==> src/hdl/lmps_pkg.sv <==
// ----------------------------------------------------------------------------
// lmps_pkg
// Types, codes and reset values shared by the lamp mode pulse sequencer.
// ----------------------------------------------------------------------------
package lmps_pkg;

    // item kinds carried on the input tuser
    typedef enum logic [1:0] {
        FUNC_TICK  = 2'd0,
        FUNC_EDGE  = 2'd1,
        FUNC_MODE  = 2'd2,
        FUNC_ONOFF = 2'd3
    } func_t;

    typedef enum logic [1:0] {
        LS_UNKNOWN  = 2'd0,
        LS_OFF      = 2'd1,
        LS_CONSTANT = 2'd2,
        LS_FLASHING = 2'd3
    } lamp_t;

    localparam logic [1:0] MODE_NONE      = 2'd0;
    localparam logic [1:0] MODE_CONSTANT  = 2'd1;
    localparam logic [1:0] MODE_FLASHING  = 2'd2;
    localparam logic [1:0] MODE_ALTERNATE = 2'd3;

    typedef enum logic [6:0] {
        PH_IDLE       = 7'b0000001,
        PH_HIGH       = 7'b0000010,
        PH_GAP        = 7'b0000100,
        PH_FIRST_HIGH = 7'b0001000,
        PH_FIRST_GAP  = 7'b0010000,
        PH_SETTLE     = 7'b0100000,
        PH_TOGGLE     = 7'b1000000
    } phase_t;

    // register index, byte address is four times this
    typedef enum logic [2:0] {
        REG_CHECK_INTERVAL = 3'd0,
        REG_CONST_THRESH   = 3'd1,
        REG_PULSE_HIGH     = 3'd2,
        REG_PULSE_GAP      = 3'd3,
        REG_SETTLE         = 3'd4,
        REG_TOGGLE         = 3'd5
    } reg_idx_t;

    localparam logic [15:0] CHECK_INTERVAL_RST = 16'd450;
    localparam logic [7:0]  CONST_THRESH_RST   = 8'd10;
    localparam logic [15:0] PULSE_HIGH_RST     = 16'd50;
    localparam logic [15:0] PULSE_GAP_RST      = 16'd1000;
    localparam logic [15:0] SETTLE_RST         = 16'd1000;
    localparam logic [15:0] TOGGLE_RST         = 16'd1000;

    localparam logic [7:0] EDGE_MAX = 8'hFF;

    typedef struct packed {
        logic [15:0] check_interval;
        logic [7:0]  constant_threshold;
        logic [15:0] pulse_high_time;
        logic [15:0] pulse_gap_time;
        logic [15:0] settle_time;
        logic [15:0] toggle_time;
    } cfg_t;

    typedef struct packed {
        logic  control_pin;
        lamp_t lamp_state;
        logic  state_changed;
        logic  busy_res;
    } res_t;

endpackage

==> src/hdl/lmps_core.sv <==
// ----------------------------------------------------------------------------
// lmps_core
// Lamp classification and pulse sequencing state; one item per cycle.
// ----------------------------------------------------------------------------
module lmps_core import lmps_pkg::*; (
    input  logic       aclk,
    input  logic       aresetn,
    input  logic       item_valid,
    input  func_t      func,
    input  logic [1:0] requested_mode,
    input  logic       on_off_request,
    input  cfg_t       cfg,
    output res_t       res
);

    lamp_t       lamp_reg, lamp_next;
    lamp_t       prev_reg, prev_next;
    logic [7:0]  edge_reg, edge_next;
    logic [15:0] win_reg, win_next;
    phase_t      phase_reg, phase_next;
    logic [15:0] ptimer_reg, ptimer_next;
    logic [1:0]  pulses_reg, pulses_next;
    logic [1:0]  target_reg, target_next;

    logic [15:0] win_inc;
    logic [15:0] ptimer_inc;
    logic [15:0] phase_len;
    logic        window_end;
    logic        phase_done;
    lamp_t       cls;
    lamp_t       lamp_now;
    logic [1:0]  settle_pulses;
    logic [1:0]  pulses_dec;
    logic        changed;

    assign win_inc    = win_reg + 16'd1;
    assign ptimer_inc = ptimer_reg + 16'd1;
    assign pulses_dec = pulses_reg - 2'd1;
    assign window_end = (win_inc >= cfg.check_interval);

    always_comb begin
        priority if (edge_reg == 8'd0) begin
            cls = LS_OFF;
        end else if (edge_reg >= cfg.constant_threshold) begin
            cls = LS_CONSTANT;
        end else begin
            cls = LS_FLASHING;
        end
    end

    // classification lands before the phase timer looks at it
    assign lamp_now = window_end ? cls : lamp_reg;

    always_comb begin
        unique case (phase_reg)
            PH_HIGH, PH_FIRST_HIGH: phase_len = cfg.pulse_high_time;
            PH_GAP, PH_FIRST_GAP:   phase_len = cfg.pulse_gap_time;
            PH_SETTLE:              phase_len = cfg.settle_time;
            PH_TOGGLE:              phase_len = cfg.toggle_time;
            default:                phase_len = 16'd0;
        endcase
    end

    assign phase_done = (ptimer_inc >= phase_len);

    always_comb begin
        unique case (target_reg)
            MODE_CONSTANT:  settle_pulses = (lamp_now == LS_CONSTANT) ? 2'd0 : 2'd1;
            MODE_ALTERNATE: settle_pulses = (lamp_now == LS_CONSTANT) ? 2'd1 : 2'd2;
            MODE_FLASHING:  settle_pulses = (lamp_now == LS_CONSTANT) ? 2'd2 : 2'd3;
            default:        settle_pulses = 2'd0;
        endcase
    end

    always_comb begin
        lamp_next   = lamp_reg;
        prev_next   = prev_reg;
        edge_next   = edge_reg;
        win_next    = win_reg;
        phase_next  = phase_reg;
        ptimer_next = ptimer_reg;
        pulses_next = pulses_reg;
        target_next = target_reg;
        changed     = 1'b0;
        if (item_valid) begin
            unique case (func)
                FUNC_TICK: begin
                    win_next = window_end ? 16'd0 : win_inc;
                    if (window_end) begin
                        lamp_next = cls;
                        prev_next = cls;
                        changed   = (cls != prev_reg);
                        edge_next = 8'd0;
                    end
                    if (phase_reg != PH_IDLE) begin
                        ptimer_next = ptimer_inc;
                        if (phase_done) begin
                            ptimer_next = 16'd0;
                            unique case (phase_reg)
                                PH_HIGH:       phase_next = PH_GAP;
                                PH_FIRST_HIGH: phase_next = PH_FIRST_GAP;
                                PH_FIRST_GAP:  phase_next = PH_SETTLE;
                                PH_GAP: begin
                                    pulses_next = pulses_dec;
                                    if (pulses_dec != 2'd0) begin
                                        phase_next = PH_HIGH;
                                    end else begin
                                        phase_next  = PH_IDLE;
                                        target_next = MODE_NONE;
                                    end
                                end
                                PH_SETTLE: begin
                                    pulses_next = settle_pulses;
                                    if (settle_pulses != 2'd0) begin
                                        phase_next = PH_HIGH;
                                    end else begin
                                        phase_next  = PH_IDLE;
                                        target_next = MODE_NONE;
                                    end
                                end
                                default: begin
                                    phase_next  = PH_IDLE;
                                    pulses_next = 2'd0;
                                    target_next = MODE_NONE;
                                end
                            endcase
                        end
                    end
                end
                FUNC_EDGE: begin
                    if (edge_reg != EDGE_MAX) begin
                        edge_next = edge_reg + 8'd1;
                    end
                end
                FUNC_MODE: begin
                    if (phase_reg == PH_IDLE && requested_mode != MODE_NONE
                            && lamp_reg != LS_OFF) begin
                        ptimer_next = 16'd0;
                        if (lamp_reg == LS_CONSTANT) begin
                            priority if (requested_mode == MODE_ALTERNATE) begin
                                phase_next  = PH_HIGH;
                                pulses_next = 2'd1;
                                target_next = requested_mode;
                            end else if (requested_mode == MODE_FLASHING) begin
                                phase_next  = PH_HIGH;
                                pulses_next = 2'd2;
                                target_next = requested_mode;
                            end else begin
                                phase_next  = PH_IDLE;
                                pulses_next = 2'd0;
                                target_next = MODE_NONE;
                            end
                        end else begin
                            phase_next  = PH_FIRST_HIGH;
                            pulses_next = 2'd0;
                            target_next = requested_mode;
                        end
                    end
                end
                default: begin
                    // toggle only when the request disagrees with the lamp
                    if (phase_reg == PH_IDLE
                            && (on_off_request == (lamp_reg == LS_OFF))) begin
                        phase_next  = PH_TOGGLE;
                        ptimer_next = 16'd0;
                    end
                end
            endcase
        end
    end

    always_ff @(posedge aclk) begin
        if (!aresetn) begin
            lamp_reg   <= LS_UNKNOWN;
            prev_reg   <= LS_UNKNOWN;
            edge_reg   <= 8'd0;
            win_reg    <= 16'd0;
            phase_reg  <= PH_IDLE;
            ptimer_reg <= 16'd0;
            pulses_reg <= 2'd0;
            target_reg <= MODE_NONE;
        end else begin
            lamp_reg   <= lamp_next;
            prev_reg   <= prev_next;
            edge_reg   <= edge_next;
            win_reg    <= win_next;
            phase_reg  <= phase_next;
            ptimer_reg <= ptimer_next;
            pulses_reg <= pulses_next;
            target_reg <= target_next;
        end
    end

    assign res.control_pin   = (phase_next == PH_HIGH) || (phase_next == PH_FIRST_HIGH)
                               || (phase_next == PH_TOGGLE);
    assign res.lamp_state    = lamp_next;
    assign res.state_changed = changed;
    assign res.busy_res      = (phase_next != PH_IDLE);

endmodule

==> src/hdl/lamp_mode_pulse_sequencer.sv <==
// ----------------------------------------------------------------------------
// lamp_mode_pulse_sequencer
// Classifies a lamp from its drive edges and pulses its control pin to step
// through modes; APB register file, stream in, registered stream out.
// ----------------------------------------------------------------------------
// result: registered in the output register, or in the skid entry under stall
// throughput: one item per cycle while the skid entry is empty; state update is
//   a single pass of compare and count logic, results go to an output register backed by one skid entry
// reset: aresetn synchronous active low, clears lamp and sequencer state,
//   empties the output stage and loads register defaults
module lamp_mode_pulse_sequencer import lmps_pkg::*; (
    input  logic        aclk,
    input  logic        aresetn,

    input  logic        s_axis_tvalid,
    output logic        s_axis_tready,
    input  logic [7:0]  s_axis_tdata,   // [1:0] requested_mode, [2] on_off_request
    input  logic [1:0]  s_axis_tuser,   // [1:0] func

    output logic        m_axis_tvalid,
    input  logic        m_axis_tready,
    output logic [7:0]  m_axis_tdata,   // [0] control_pin, [2:1] lamp_state,
                                        // [3] state_changed, [4] busy_res

    input  logic        psel,
    input  logic        penable,
    input  logic        pwrite,
    input  logic [4:0]  paddr,
    input  logic [31:0] pwdata,
    output logic [31:0] prdata,
    output logic        pready
);

    cfg_t     cfg_reg;
    reg_idx_t reg_idx;
    logic     cfg_write;

    res_t     core_res;
    res_t     out_reg;
    res_t     skid_reg;
    logic     out_valid_reg;
    logic     skid_valid_reg;
    logic     in_accept;
    logic     out_pop;

    assign pready    = 1'b1;
    assign reg_idx   = reg_idx_t'(paddr[4:2]);
    assign cfg_write = psel && penable && pwrite && pready;

    always_ff @(posedge aclk) begin
        if (!aresetn) begin
            cfg_reg.check_interval     <= CHECK_INTERVAL_RST;
            cfg_reg.constant_threshold <= CONST_THRESH_RST;
            cfg_reg.pulse_high_time    <= PULSE_HIGH_RST;
            cfg_reg.pulse_gap_time     <= PULSE_GAP_RST;
            cfg_reg.settle_time        <= SETTLE_RST;
            cfg_reg.toggle_time        <= TOGGLE_RST;
        end else if (cfg_write) begin
            unique case (reg_idx)
                REG_CHECK_INTERVAL: cfg_reg.check_interval     <= pwdata[15:0];
                REG_CONST_THRESH:   cfg_reg.constant_threshold <= pwdata[7:0];
                REG_PULSE_HIGH:     cfg_reg.pulse_high_time    <= pwdata[15:0];
                REG_PULSE_GAP:      cfg_reg.pulse_gap_time     <= pwdata[15:0];
                REG_SETTLE:         cfg_reg.settle_time        <= pwdata[15:0];
                REG_TOGGLE:         cfg_reg.toggle_time        <= pwdata[15:0];
                default: ;
            endcase
        end
    end

    always_comb begin
        unique case (reg_idx)
            REG_CHECK_INTERVAL: prdata = {16'd0, cfg_reg.check_interval};
            REG_CONST_THRESH:   prdata = {24'd0, cfg_reg.constant_threshold};
            REG_PULSE_HIGH:     prdata = {16'd0, cfg_reg.pulse_high_time};
            REG_PULSE_GAP:      prdata = {16'd0, cfg_reg.pulse_gap_time};
            REG_SETTLE:         prdata = {16'd0, cfg_reg.settle_time};
            REG_TOGGLE:         prdata = {16'd0, cfg_reg.toggle_time};
            default:            prdata = 32'd0;
        endcase
    end

    assign s_axis_tready = !skid_valid_reg;
    assign in_accept     = s_axis_tvalid && s_axis_tready;
    assign out_pop       = out_valid_reg && m_axis_tready;

    lmps_core u_core (
        .aclk           (aclk),
        .aresetn        (aresetn),
        .item_valid     (in_accept),
        .func           (func_t'(s_axis_tuser)),
        .requested_mode (s_axis_tdata[1:0]),
        .on_off_request (s_axis_tdata[2]),
        .cfg            (cfg_reg),
        .res            (core_res)
    );

    // output register with one skid entry so one more item can be taken under stall
    always_ff @(posedge aclk) begin
        if (!aresetn) begin
            out_valid_reg  <= 1'b0;
            skid_valid_reg <= 1'b0;
        end else if (in_accept) begin
            if (!out_valid_reg || m_axis_tready) begin
                out_valid_reg <= 1'b1;
            end else begin
                skid_valid_reg <= 1'b1;
            end
        end else if (out_pop) begin
            out_valid_reg  <= skid_valid_reg;
            skid_valid_reg <= 1'b0;
        end
    end

    always_ff @(posedge aclk) begin
        if (in_accept) begin
            if (!out_valid_reg || m_axis_tready) begin
                out_reg <= core_res;
            end else begin
                skid_reg <= core_res;
            end
        end else if (out_pop && skid_valid_reg) begin
            out_reg <= skid_reg;
        end
    end

    assign m_axis_tvalid = out_valid_reg;
    assign m_axis_tdata  = {3'd0, out_reg.busy_res, out_reg.state_changed,
                            out_reg.lamp_state, out_reg.control_pin};

    // skid entry is only ever filled behind a held output
    assert property (@(posedge aclk) disable iff (!aresetn)
        skid_valid_reg |-> out_valid_reg)
        else $error("skid entry valid with empty output register");

    // pin high only while a sequence runs
    assert property (@(posedge aclk) disable iff (!aresetn)
        (m_axis_tvalid && m_axis_tdata[0]) |-> m_axis_tdata[4])
        else $error("control pin high while sequencer idle");

    // a change is only reported from a window end, never to unknown
    assert property (@(posedge aclk) disable iff (!aresetn)
        (m_axis_tvalid && m_axis_tdata[3]) |-> (m_axis_tdata[2:1] != LS_UNKNOWN))
        else $error("state change reported to unknown lamp state");

    // with a free output side the input is never held off
    assert property (@(posedge aclk) disable iff (!aresetn)
        (!out_valid_reg) |-> s_axis_tready)
        else $error("input stalled with empty output stage");

endmodule
==> config.mk <==
export PLATFORM = sky130hd
export DESIGN_NAME = lamp_mode_pulse_sequencer
export DESIGN_NICKNAME = d
export VERILOG_FILES = /design/src/hdl/lmps_pkg.sv /design/src/hdl/lmps_core.sv /design/src/hdl/lamp_mode_pulse_sequencer.sv
export SDC_FILE = /design/constraint.sdc
export NUM_CORES = 1
export LEC_CHECK = 0
export BUFFER_PORTS_ARGS = -buffer_cell sky130_fd_sc_hd__buf_2
export CORE_MARGIN = 2
export CORE_UTILIZATION = 40
export DETAILED_ROUTE_END_ITERATION = 12
export PLACE_DENSITY = 0.59
export SETUP_SLACK_MARGIN = 0.05
export SKIP_CTS_REPAIR_TIMING = 1
export SYNTH_ARGS = -nofsm -noshare
export SYNTH_HDL_FRONTEND = slang
export SYNTH_SLANG_ARGS = --single-unit
==> constraint.sdc <==
create_clock -name aclk -period 4 [get_ports aclk]
set_clock_uncertainty 0.2 [all_clocks]
set_input_delay 0.2 -clock aclk [delete_from_list [all_inputs] [get_ports aclk]]
set_output_delay 0.2 -clock aclk [all_outputs]
set_load 0.02 [all_outputs]
### Yosys cells after proc, flatten, opt, wreduce, memory -nomap -nowiden

Cells that the tools add are included.

* output and inout port bits: 43
* word-level logic and storage cells: 178
* bits in registers: 155

* add/subtract/negate cells: 4
* $lt $le $gt $ge: 3
* muxes and demuxes: 61
* equality and inequality tests: 41
* reductions and logical operators: 43
* bitwise logic cells: 2

Operators with widths (count)
* case mux 16 bit (6 select lines): 1
* two-way mux 16 bit: 5
* case mux 16 bit (4 select lines): 1
* two-way mux 7 bit: 7
* case mux 16 bit (3 select lines): 1
* two-way mux 2 bit: 22
* case mux 7 bit (5 select lines): 1
* adder 16 x 1 -> 16 bit, second input constant: 2
* >= comparator 16 bit: 2
* AND reduction 2 bit: 11
* case mux 7 bit (3 select lines): 1
* case mux 2 bit (3 select lines): 3
* two-way mux 8 bit: 2
* case mux 8 bit (2 select lines): 1
* two-way mux 5 bit: 3
* equality test 2 bit, second input constant: 7
* equality test 7 x 2 -> 1 bit, second input constant: 2
* equality test 7 x 4 -> 1 bit, second input constant: 2
* equality test 7 bit, second input constant: 2
* inequality test 2 x 1 -> 1 bit, second input constant: 7
* inequality test 7 x 1 -> 1 bit, second input constant: 2
* nonzero test 2 bit: 7
* two-way mux 1 bit: 11
* adder 8 x 1 -> 8 bit, second input constant: 1
* 31 further kinds: 50

### Depth between registers and ports, before layout

* depth after elaboration: 19
* depth in mapped cells: 19
* gate-level depth less buffers: 17

### Cells and area by module

Synthesis repeated with hierarchy kept, for this count alone.

* cells, all modules: 1076
* area, all modules: 9315.2 um^2

By module, submodules not included
* lmps_core: area an instance 4698.3 um^2, instances 1, cells each 603, sequential area each 1101.1 um^2
* lamp_mode_pulse_sequencer: area an instance 4616.9 um^2, instances 1, cells each 473, sequential area each 2102.0 um^2

### Least setup slack after synthesis

Ideal clock, no wire load.

* path kind: register to register
* start: reg u_core.win_reg[0]
* end: reg u_core.pulses_reg[0]
* library setup time: 0.070 ns
* clock period less this slack: 4.193 ns
* setup slack: -0.193 ns
* data arrival time: 3.922 ns
* buffers on the path: 1
* cell stages (with the launch flop): 19
* required time: 3.730 ns
* cell sequence: dfxtp_1 > ha_1 > nand3_1 > or2_2 > nor2_1 > and3_1 > nand3_1 > nor2_1 > xor2_1 > ha_1 > nand4_1 > nor3_1 > a211o_1 > buf_4 > mux2i_1 > mux2i_1 > a21oi_1 > or4_1 > a21oi_1

* longest elaborated chain between the ends: 10
* elaborated cells between the ends (all ways): 12
* classes of those cells: 1 x add/sub; 1 x order compare; 1 x eq/ne; 9 x mux

RTL lines
* start, declared: RTL line lmps_core.sv:19 `logic [15:0] win_reg, win_next;`
* start signal, assigned: RTL line lmps_core.sv:186 `win_reg <= win_next;`
* adder 16 x 1 -> 16 bit *: RTL line lmps_core.sv:36 `assign win_inc = win_reg + 16'd1;`
* >= comparator 16 bit *: RTL line lmps_core.sv:39 `assign window_end = (win_inc >= cfg.check_interval);`
* two-way mux 2 bit *: RTL line lmps_core.sv:52 `assign lamp_now = window_end ? cls : lamp_reg;`
* equality test 2 bit *: RTL line lmps_core.sv:68, lmps_core.sv:69, lmps_core.sv:70
* two-way mux 1 bit or two-way mux 2 bit (tied branches): RTL line lmps_core.sv:68, lmps_core.sv:70, lmps_core.sv:69
* case mux 2 bit (3 select lines) *: RTL line lmps_core.sv:67 `unique case (target_reg)`
* case mux 2 bit (3 select lines) *: RTL line lmps_core.sv:99 `unique case (phase_reg)`
* two-way mux 2 bit *: RTL line lmps_core.sv:97 `if (phase_done) begin`
* two-way mux 2 bit *: RTL line lmps_core.sv:95 `if (phase_reg != PH_IDLE) begin`
* case mux 2 bit (2 select lines) *: RTL line lmps_core.sv:86 `unique case (func)`
* end signal, assigned: RTL line lmps_core.sv:189 `pulses_reg <= pulses_next;`
* end, declared: RTL line lmps_core.sv:22 `logic [1:0] pulses_reg, pulses_next;`

Every way passes the cells marked *; elsewhere a longest branch is shown, timed or not. The select of a mux whose other input is x is not followed.
A chain may end at the register's enable or synchronous reset.

### Worst setup path after layout

* start: reg u_core.phase_reg[3]
* end: reg u_core.target_reg[0]

* longest elaborated chain between the ends: 6
* elaborated cells between the ends (all ways): 26
* classes of those cells: 1 x order compare; 14 x eq/ne; 5 x mux; 6 x reduce/logical

RTL lines
* start, declared: RTL line lmps_core.sv:20 `phase_t phase_reg, phase_next;`
* start signal, assigned: RTL line lmps_core.sv:187 `phase_reg <= phase_next;`
* equality test 7 x 5 -> 1 bit (tied with other cells): RTL line lmps_core.sv:55, lmps_core.sv:99
* OR reduction 2 bit or OR reduction 3 bit (tied branches)
* case mux 16 bit (4 select lines) or case mux 2 bit (3 select lines) (tied branches): RTL line lmps_core.sv:55, lmps_core.sv:99
* >= comparator 16 bit or two-way mux 2 bit (tied branches): RTL line lmps_core.sv:64, lmps_core.sv:97
* inequality test 2 x 1 -> 1 bit (no source line) or two-way mux 2 bit (tied branches)
* AND reduction 8 bit (no source line) or case mux 2 bit (2 select lines) (tied branches)
* end signal, assigned: RTL line lmps_core.sv:190 `target_reg <= target_next;`
* end, declared: RTL line lmps_core.sv:23 `logic [1:0] target_reg, target_next;`

Parallel ways exist; a longest one is shown, timed or not. The select of a mux whose other input is x is not followed.

==> results.toml <==
[route]
drcViolationCount = 0
avgViaCountPerCell = 5.437
wl_per_cell_microns = 17.06
wl_met1_microns = 12550
top_layer_used = "met4"
wirelength_microns = 27340
drt_iter0_drc = 504
postRouteAntennaNets = 0
drt-pass1-iter-count = 5
wl_met3_microns = 1436
vias = 8716
wl_met2_microns = 12720

[power_and_ir_drop]
p_int_uw = 2535
comb_power_share_pct = 10.7
total_power_uw = 3521
p_leak_uw = 0.004667
power_density_mw_per_mm2 = 301.3
irDropWorstVdd_mv = 0.2892
power.share.clock_pct = 44.2
p_sw_share_pct = 28.03
p_sw_uw = 986.9
p_seq_share_pct = 45.2

[floorplan]
row_count = 55
die_h_microns = 155.2
dieArea_sq_mm = 0.02408
die_x_microns = 155.2
initial_core_util_pct = 40.62
io_pins = 97
core_area_sq_mm = 0.02250

[cells_and_area]
nNetsFinal = 1404
largest_reg_flops = 88
fin_area_sq_mm = 0.01169
fill_cells = 2168
layoutNonFillerInstCount = 1603
seqCellArea_sq_mm = 0.003226
num_antenna_cells = 0
synthToLayoutAreaGrowth_pct = 27.87
drive_gt1_share_pct = 24.36
multi_input_area_sq_mm = 0.005918

[place]
hpwl_microns = 18790
dp_cells = 1528
numPortBuffers = 53
gp_congestion = 0.8979
placed_area_sq_mm = 0.01029

[worst_setup_path]
worstRegToRegCells = 19
slowest_delay_ns = 0.54
cp-start-kind = "flip-flop"
critPathSlowestCell = "or4b_1"
r2r-start = "u_core.phase_reg[3]"
crit_type = "flip-flop to flip-flop"
ff2ff_setup_slack_ns = 0.03
cp.arrival_ns = 4.12
cp.required_ns = 4.15
startpoint = "u_core.phase_reg[3]"
worstSetupEndpointType = "flip-flop"
endpoint = "u_core.target_reg[0]"
r2r_end = "u_core.target_reg[0]"
crit_chain = "nor3_4, nand2_2, a21oi_4, buf_12, buf_4, a22o_1, a221oi_1, ha_1, nand4_1, a2111oi_4, buf_4, buf_12, a21o_4, buf_4, a31oi_4, nor2_2, nand2_1, or4b_1, a21oi_1"
critPathMostFrequentCell = "buf_4"
cp_max_fo = 6

[sta]
slew_headroom_pct = 32.85
worst_pin_slew_ns = 1.004
fmax_mhz = 252.1
slew_violations = 0
hold_viol_final = 0
rsz0062_at_grt = "yes"
setup_tns_ns = 0
fin_crit_ns = 3.966
setup_viol_count_final = 0
fin_crit_sh_pct = 99.16

[cts]
insertion_delay_ns = 0.44
htreeDepth = 4
clkSinkCount = 155
clk_pin_slew_ns = 0.07
clockBufferDepth = 2
cts_root_buf = "clkbuf_16"
cts_made_buffers = 17
cts_tree = "yes"

[logic_synthesis]
synthTopCellsByCount = "nand2_1, dfxtp_1, a21oi_1, nor2_1, clkbuf_1"
synth_edf_count = 10
synth_top_area_cell = "dfxtp_1"
synth_area_sq_mm = 0.009141
yosysWarnings = 0
yosysUniqueCellTypes = 85
syn_avg_cell_area_sq_um = 7.901
yosys_most_used_dff = "dfxtp_1"
yosysMostFrequentCell = "nand2_1"
synth-seq-cells = 155
yosysTopAreaCellShare_pct = 31.75
syn_inst = 1157
async_flop_share_pct = 0
synth_area_leaders = "dfxtp_1, nand2_1, a21oi_1"
ys_seq_area_share_pct = 35.04

[flow_run]
maxCapViolCount = 0

[grt]
overflow = 0
grt_pass1_wl_microns = 41970
grtUsageTotal_pct = 22.12
antenna_found_initial = 0
grt_max_degree = 74
grt_pass1_vias = 7972

[min_path]
hp-class = "input pin to flip-flop"
hold_depth = 3
worstHoldStart = "aresetn"

[status]
outcome = "completed"
==> through the flow <==
| stage | setup slack, ns | hold slack, ns | util (%) |
|---|---|---|---|
| floorplan | 0.04829 | 0.1004 | - |
| global placement | -0.08957 | 0.2078 | 45.73 |
| detailed placement | -0.1038 | 0.2188 | 45.73 |
| CTS | -0.1240 | -0.2396 | 48.17 |
| global route | -0.1755 | 0.08769 | 51.94 |
| finish | 0.03352 | 0.05793 | 51.94 |
==> metal layers <==
layer	vias to the layer above	global-route usage, %
met4	0	8.301
li1	4332	-
met3	40	3.315
met2	227	36.08
met5	-	0
met1	4117	29.73
==> worst max-delay path: cells and delay by family (launching register included) <==
kind,cells,cell delay (ns)
AOI/OAI and AO/OA,7,1.00
adders and majority gates,1,0.30
buffers and inverters,5,0.69
DFF,1,0.36
and+or+nand+nor,6,1.31
==> power by group through the flow <==
stage	Clock [uW]	Sequential (uW)	Combinational (uW)
floorplan	0	1630	216
global placement	0	1630	327
detailed placement	0	1630	329
CTS	1570	1590	331
global route	1630	1590	404
finish	1550	1590	375
==> worst min path at each step <==
stage	endpoint	slack [ns]
after floorplan	skid_valid_reg	0.10
after global placement	skid_valid_reg	0.21
after detailed placement	skid_valid_reg	0.22
after CTS	skid_valid_reg	-0.24
after global routing	cfg_reg[49]	0.09
final	u_core.phase_reg[0]	0.06
==> cell type report <==
class	count	area share, %
Multi-Input combinational cell	896	50.63
Inverter	43	1.392
Timing Repair Buffer	192	12.63
Sequential cell	155	27.60
Tap cell	285	3.051
Clock buffer	18	3.757
Clock inverter	14	0.9420
==> placed cells by master, fill, tap and decap left out, types with 10 or more instances in the layout <==
master         instances
a21oi_1              115
a221oi_1              10
a22o_1                15
a22oi_1               16
buf_2                 53
buf_4                106
clkbuf_16             18
conb_1                20
dfxtp_1              135
dlygate4sd3_1         21
edfxtp_1              10
ha_1                  41
inv_1                 41
mux2i_1               30
nand2_1              237
nand2b_1              11
nand3_1               36
nor2_1                74
nor3_1                15
o21ai_0               32
xnor2_1               18
xor2_1                16
==> logic make-up (layout without fill, tap and decap cells) <==
family,after synthesis,count (layout),share of synthesized area (%)
simple gates,476,477,24.25
compound gates,276,276,19.94
flops,155,155,35.04
buf+inv,125,267,6.214
fa+ha+maj,45,45,6.159
xor+xnor,41,41,3.928
mux,37,37,4.380
other cells,2,20,0.08215
Power figures use the tool's default switching activity.
